===== src/hsvrgb_pkg.sv =====
// Package for the HSV to RGB converter.
// Fixed-point formats, hue sector constants and the sector type.
// No dependencies.
package hsvrgb_pkg;

  localparam int FRAC_BITS = 12;
  localparam int CH_W      = 13;
  localparam int HUE_W     = 15;
  localparam int REM_W     = 12;
  localparam int PROD_W    = 24;
  localparam int SCALE_W   = 2 * CH_W;

  localparam logic [CH_W-1:0] ONE = CH_W'(1 << FRAC_BITS);

  localparam logic [HUE_W-1:0] HUE_SECTOR = HUE_W'(3840);
  localparam logic [HUE_W-1:0] HUE_FULL   = HUE_W'(23040);

  // divide by 3840 = (x >> 8) / 15; the /15 by reciprocal, exact below 2^16
  localparam int DIV_SHIFT  = 8;
  localparam int QUO_W      = PROD_W - DIV_SHIFT;
  localparam int RECIP_W    = 2 * QUO_W;
  localparam int RECIP_SH   = 19;
  localparam logic [QUO_W-1:0] RECIP_15 = QUO_W'(34953);

  typedef enum logic [2:0] {
    SECT_RED_YEL,
    SECT_YEL_GRN,
    SECT_GRN_CYN,
    SECT_CYN_BLU,
    SECT_BLU_MAG,
    SECT_MAG_RED
  } sector_t;

endpackage


===== src/hsv_to_rgb_converter.sv =====
// HSV to RGB converter, five-stage pipeline.
// Depends on hsvrgb_pkg.
//
// Usage:
//   Input channel: in_valid / in_stall with hue (1/64 degree, 15 bits),
//   saturation and brightness (Q12, 4096 = 1.0, larger values clamp to 1.0).
//   Output channel: out_valid / out_stall with red, green, blue (Q12).
//   An item moves on each rising edge where valid is high and stall is low.
//   Hue of 23040 (360 degrees) or more is taken as zero.
//
// With no stalls the pipeline takes one item every cycle; the stages are
// clamp and sector split, the s*f and p products, the reciprocal divide by
// 3840, the q and t products, and the channel select.
//
// Each stage holds its own valid bit and advances when it is empty or the
// next stage advances, so bubbles collapse and in_stall only rises when all
// stages are full and out_stall is high. A stall neither drops nor repeats
// an item. Reset empties the pipeline; payload registers are not reset.
module hsv_to_rgb_converter
  import hsvrgb_pkg::*;
(
  input  logic            clk,
  input  logic            rst,
  input  logic            in_valid,
  output logic            in_stall,
  input  logic [HUE_W-1:0] hue,
  input  logic [CH_W-1:0]  saturation,
  input  logic [CH_W-1:0]  brightness,
  output logic            out_valid,
  input  logic            out_stall,
  output logic [CH_W-1:0]  red,
  output logic [CH_W-1:0]  green,
  output logic [CH_W-1:0]  blue
);

  logic en1, en2, en3, en4, en5;
  logic valid1, valid2, valid3, valid4;

  // stage 1: clamp, sector and remainder
  logic [HUE_W-1:0] hh, base;
  logic [CH_W-1:0]  s_c, v_c;
  sector_t          sect_c;
  logic [REM_W-1:0] rem_c;

  logic [CH_W-1:0]  s1, v1;
  logic [REM_W-1:0] rem1;
  sector_t          sect1;

  // stage 2: products
  logic [PROD_W-1:0]  pf2, pc2;
  logic [SCALE_W-1:0] pp2;
  logic [CH_W-1:0]    v2;
  sector_t            sect2;

  // stage 3: sf, sf', p
  logic [RECIP_W-1:0] qf_c, qc_c;
  logic [CH_W-1:0]    sf3, sfc3, p3, v3;
  sector_t            sect3;

  // stage 4: q and t products
  logic [SCALE_W-1:0] qp4, tp4;
  logic [CH_W-1:0]    p4, v4;
  sector_t            sect4;

  logic [CH_W-1:0] q_c, t_c;

  assign en5 = !out_valid || !out_stall;
  assign en4 = !valid4 || en5;
  assign en3 = !valid3 || en4;
  assign en2 = !valid2 || en3;
  assign en1 = !valid1 || en2;
  assign in_stall = !en1;

  always_ff @(posedge clk) begin
    if (rst) begin
      valid1    <= 1'b0;
      valid2    <= 1'b0;
      valid3    <= 1'b0;
      valid4    <= 1'b0;
      out_valid <= 1'b0;
    end else begin
      if (en1) valid1 <= in_valid;
      if (en2) valid2 <= valid1;
      if (en3) valid3 <= valid2;
      if (en4) valid4 <= valid3;
      if (en5) out_valid <= valid4;
    end
  end

  always_comb begin
    hh  = (hue >= HUE_FULL) ? '0 : hue;
    s_c = (saturation > ONE) ? ONE : saturation;
    v_c = (brightness > ONE) ? ONE : brightness;
    if (hh >= HUE_W'(5 * HUE_SECTOR)) begin
      sect_c = SECT_MAG_RED;
      base   = HUE_W'(5 * HUE_SECTOR);
    end else if (hh >= HUE_W'(4 * HUE_SECTOR)) begin
      sect_c = SECT_BLU_MAG;
      base   = HUE_W'(4 * HUE_SECTOR);
    end else if (hh >= HUE_W'(3 * HUE_SECTOR)) begin
      sect_c = SECT_CYN_BLU;
      base   = HUE_W'(3 * HUE_SECTOR);
    end else if (hh >= HUE_W'(2 * HUE_SECTOR)) begin
      sect_c = SECT_GRN_CYN;
      base   = HUE_W'(2 * HUE_SECTOR);
    end else if (hh >= HUE_SECTOR) begin
      sect_c = SECT_YEL_GRN;
      base   = HUE_SECTOR;
    end else begin
      sect_c = SECT_RED_YEL;
      base   = '0;
    end
    rem_c = REM_W'(hh - base);
  end

  always_ff @(posedge clk) begin
    if (en1) begin
      s1    <= s_c;
      v1    <= v_c;
      rem1  <= rem_c;
      sect1 <= sect_c;
    end
  end

  always_ff @(posedge clk) begin
    if (en2) begin
      pf2   <= PROD_W'(s1) * PROD_W'(rem1);
      pc2   <= PROD_W'(s1) * (PROD_W'(HUE_SECTOR) - PROD_W'(rem1));
      pp2   <= SCALE_W'(v1) * SCALE_W'(ONE - s1);
      v2    <= v1;
      sect2 <= sect1;
    end
  end

  assign qf_c = RECIP_W'(pf2[PROD_W-1:DIV_SHIFT]) * RECIP_W'(RECIP_15);
  assign qc_c = RECIP_W'(pc2[PROD_W-1:DIV_SHIFT]) * RECIP_W'(RECIP_15);

  always_ff @(posedge clk) begin
    if (en3) begin
      sf3   <= qf_c[RECIP_SH +: CH_W];
      sfc3  <= qc_c[RECIP_SH +: CH_W];
      p3    <= pp2[FRAC_BITS +: CH_W];
      v3    <= v2;
      sect3 <= sect2;
    end
  end

  always_ff @(posedge clk) begin
    if (en4) begin
      qp4   <= SCALE_W'(v3) * SCALE_W'(ONE - sf3);
      tp4   <= SCALE_W'(v3) * SCALE_W'(ONE - sfc3);
      p4    <= p3;
      v4    <= v3;
      sect4 <= sect3;
    end
  end

  assign q_c = qp4[FRAC_BITS +: CH_W];
  assign t_c = tp4[FRAC_BITS +: CH_W];

  always_ff @(posedge clk) begin
    if (en5) begin
      case (sect4)
        SECT_RED_YEL: begin red <= v4;  green <= t_c; blue <= p4;  end
        SECT_YEL_GRN: begin red <= q_c; green <= v4;  blue <= p4;  end
        SECT_GRN_CYN: begin red <= p4;  green <= v4;  blue <= t_c; end
        SECT_CYN_BLU: begin red <= p4;  green <= q_c; blue <= v4;  end
        SECT_BLU_MAG: begin red <= t_c; green <= p4;  blue <= v4;  end
        default:      begin red <= v4;  green <= p4;  blue <= q_c; end
      endcase
    end
  end

endmodule


===== config.mk =====
export PLATFORM = sky130hd
export DESIGN_NAME = hsv_to_rgb_converter
export DESIGN_NICKNAME = d
export VERILOG_FILES = /design/src/hsvrgb_pkg.sv /design/src/hsv_to_rgb_converter.sv
export SDC_FILE = /design/constraint.sdc
export NUM_CORES = 2
export LEC_CHECK = 0
export ABC_CLOCK_PERIOD_IN_PS = 8400
export BUFFER_PORTS_ARGS = -buffer_cell sky130_fd_sc_hd__buf_2
export CAP_MARGIN = 0
export CORE_ASPECT_RATIO = 1.5
export CORE_MARGIN = 2
export CORE_UTILIZATION = 25
export DETAILED_ROUTE_END_ITERATION = 8
export GPL_TIMING_DRIVEN = 0
export PLACE_DENSITY = 0.49
export SYNTH_ARGS = -nofsm -noshare
export SYNTH_HDL_FRONTEND = slang
export SYNTH_SLANG_ARGS = --single-unit

===== constraint.sdc =====
create_clock -name clk -period 8.4 [get_ports clk]
set_input_delay 0 -clock clk [delete_from_list [all_inputs] [get_ports clk]]
set_output_delay 0 -clock clk [all_outputs]
set_load 0.005 [all_outputs]

==> summary.txt <==
Synthesis
  • Asr flop ratio synth: 0%
  • Register area share after synthesis: 18.1%
  • Synth Register Bits: 256
  • Avg Inst Size Synth: 9.83 um2
  • Synth area leader: fa_1
  • Netlist cell types: 73
  • Synth Flop Type: edfxtp_1
  • Synth top area share: 30.9%
  • Synth Instances: 4302
  • Warnings, synthesis: 0
  • EDFF count, synth: 251
  • Syn nets: 5590
  • Ranking of synthesized cells by area: fa_1, edfxtp_1, ha_1
  • Cell area after synthesis: 42300 um2

Placement
  • PortBufs: 85
  • Dpl hpwl: 96.1 mm
  • Post-DP Area: 45700 um2
  • RePlAce Congestion: 0.888

Global routing
  • First-pass GRT wire length: 181 mm
  • Largest net degree at the start of global routing: 62
  • GRT Overall Usage: 13.5%
  • Gr ovfl total: 0
  • Number of global-route vias before repair: 32300
  • Initial antenna violation count: 1

Clocking
  • CTS tree: done
  • Clk sinks: 256
  • H-tree depth: 1
  • CTS clk-pin slew, worst paths: 0.07 ns
  • Clock Tree Buf Depth: 3
  • Worst-skew pair later-pin latency: 0.61 ns
  • Num CTS Buffers: 28
  • Root Buffer: clkbuf_16

Die
  • Site Rows: 184
  • DIE AREA: 173000 um2
  • Die X-Extent: 340 um
  • Top Ports: 86
  • Core ar.: 168000 um2
  • Die Y: 508 um
  • Initial core utilization: 25.2%

Routing
  • Antenna-violating nets left: 0
  • Initial drt markers: 1312
  • Vias per cell: 4.37
  • DRT Pass-1 Iters: 5
  • Residual DRC: 0
  • Routed vias: 29400
  • Final wirelength: 115 mm
  • Wire per inst: 17.1 um

Finish
  • Nets: 5766
  • Biggest regs: pc2: 16 flops, pf2: 16 flops
  • Syn-to-layout area delta: 11.6%
  • Layout Utilization: 28.1%
  • Storage element area: 7640 um2
  • Multi-input gate area: 30700 um2
  • Share of cells above drive strength 1: 5.20%
  • Post-route cell area: 47200 um2
  • Fillers: 17800
  • N_diodes: 0

Setup path
  • CP dominant cell by count: fa_1
  • Crit-path max FO: 10
  • Critical Path AT: 8.53 ns
  • CP Launch Type: flip-flop
  • Crit path capture type: flip-flop
  • Slowest-stage cell, CP: fa_1
  • WP data required: 8.76 ns
  • Largest stage delay, worst path: 0.54 ns
  • CP Class: reg2reg

Timing
  • Setup TNS: 0 ns
  • # setup viols final: 0
  • Worst slew margin: 11.7%
  • Final period utilization: 97.2%
  • Final hold violations: 0
  • Min Tclk post-route: 8.16 ns
  • RSZ-0062 raised after global routing: true
  • Worst hold slack: 0.142 ns
  • Slew @ Worst Pin: 1.31 ns
  • Slew Limit Fails: 0
  • Max Clock Skew: 0.0338 ns
  • Fmax: 123 MHz

Status
  • Run status: completed

Hold path
  • HP Class: in2reg

Flow run
  • MaxCap Viol Count: 0
synth_stat cells (36+ instances only):
cell,n
xor2_1,50
o21ai_0,58
inv_1,882
a21oi_1,79
nor2b_1,47
nor2_1,103
nand2_1,495
ha_1,589
a21o_1,36
clkbuf_1,178
xnor2_1,111
and2_1,388
fa_1,654
edfxtp_1,251
worst max-delay path: cells and delay by family (launching register included):
family | cells | cell delay [ns]
flip-flops | 1 | 0.38
XOR/XNOR | 2 | 0.65
buffers and inverters | 5 | 0.81
adder cells (fa/ha/maj) | 7 | 3.28
AO/OA/AOI/OAI | 6 | 1.53
AND/OR/NAND/NOR | 6 | 1.29
final cells by class:
cell class                 count  share of cell area, %
multi-input combinational   2973                   65.0
sequential                   256                   16.2
inverter                     883                   7.02
tap                         2232                   5.91
timing repair buffer         146                   2.33
buffer                       190                   1.57
clock buffer                  34                   1.55
clock inverter                18                  0.435
timing repair:
item / 4_1_cts / 5_1_grt
hold endpoints to repair: 51 / 0
setup buffers: 0 / 0
setup endpoints to repair: 3 / 7
pin swaps: 0 / 1
gates cloned: 0 / 0
hold buffers: 55 / 0
gates resized for setup: 6 / 24
routing by layer:
layer | vias up | GRT usage (%) | share of wire, %
met5 | - | 0 | 0
met4 | 0 | 6.40 | 5.4
met3 | 224 | 0.755 | 2.8
met2 | 604 | 26.2 | 54
met1 | 14800 | 14.7 | 38
li1 | 13800 | - | -
per-stage QoR:
step                      cells  setup slack, ns
after floorplan            4302             1.37
after global placement     6619           -0.426
after detailed placement   6625           -0.436
after CTS                  6732          0.00370
after global routing       6732          -0.0521
final                      6732            0.237
cell usage in the layout (no fill, tap or decap), types with 26 or more instances in the layout:
master,instances
ha_1,589
xnor2_1,109
mux2_2,35
xor2_1,49
clkbuf_16,28
clkbuf_1,171
buf_2,91
mux2i_1,31
nand2_1,493
nor2b_1,47
dlygate4sd3_1,55
o21ai_0,58
a21o_1,36
nor2_1,103
edfxtp_1,251
and2_1,388
inv_1,881
a21oi_1,79
nand3_1,26
nor3_1,28
fa_1,654
cell families (layout without fill, tap and decap cells):
group	Yosys count	count (layout)	share of synthesized area, %
buffers and inverters	1073	1271	9.55
AND/OR/NAND/NOR	1180	1180	13.8
XOR/XNOR	161	161	3.33
adder cells (fa/ha/maj)	1243	1243	48.4
flip-flops	256	256	18.1
multiplexers	66	66	1.67
AO/OA/AOI/OAI	323	323	5.19
final timing paths:
check / start / endpoint / slack [ns] / depth (start not counted)
min: rst / out_valid / 0.14 / 3
max reg2reg: s1[3] / pp2[24] / 0.24 / 26
min reg2reg: pp2[15] / p3[3] / 0.42 / 0
max: s1[3] / pp2[24] / 0.24 / 26
Power is not shown: default switching activity piles up to over one toggle a cycle in this logic, so the estimate is an artifact.
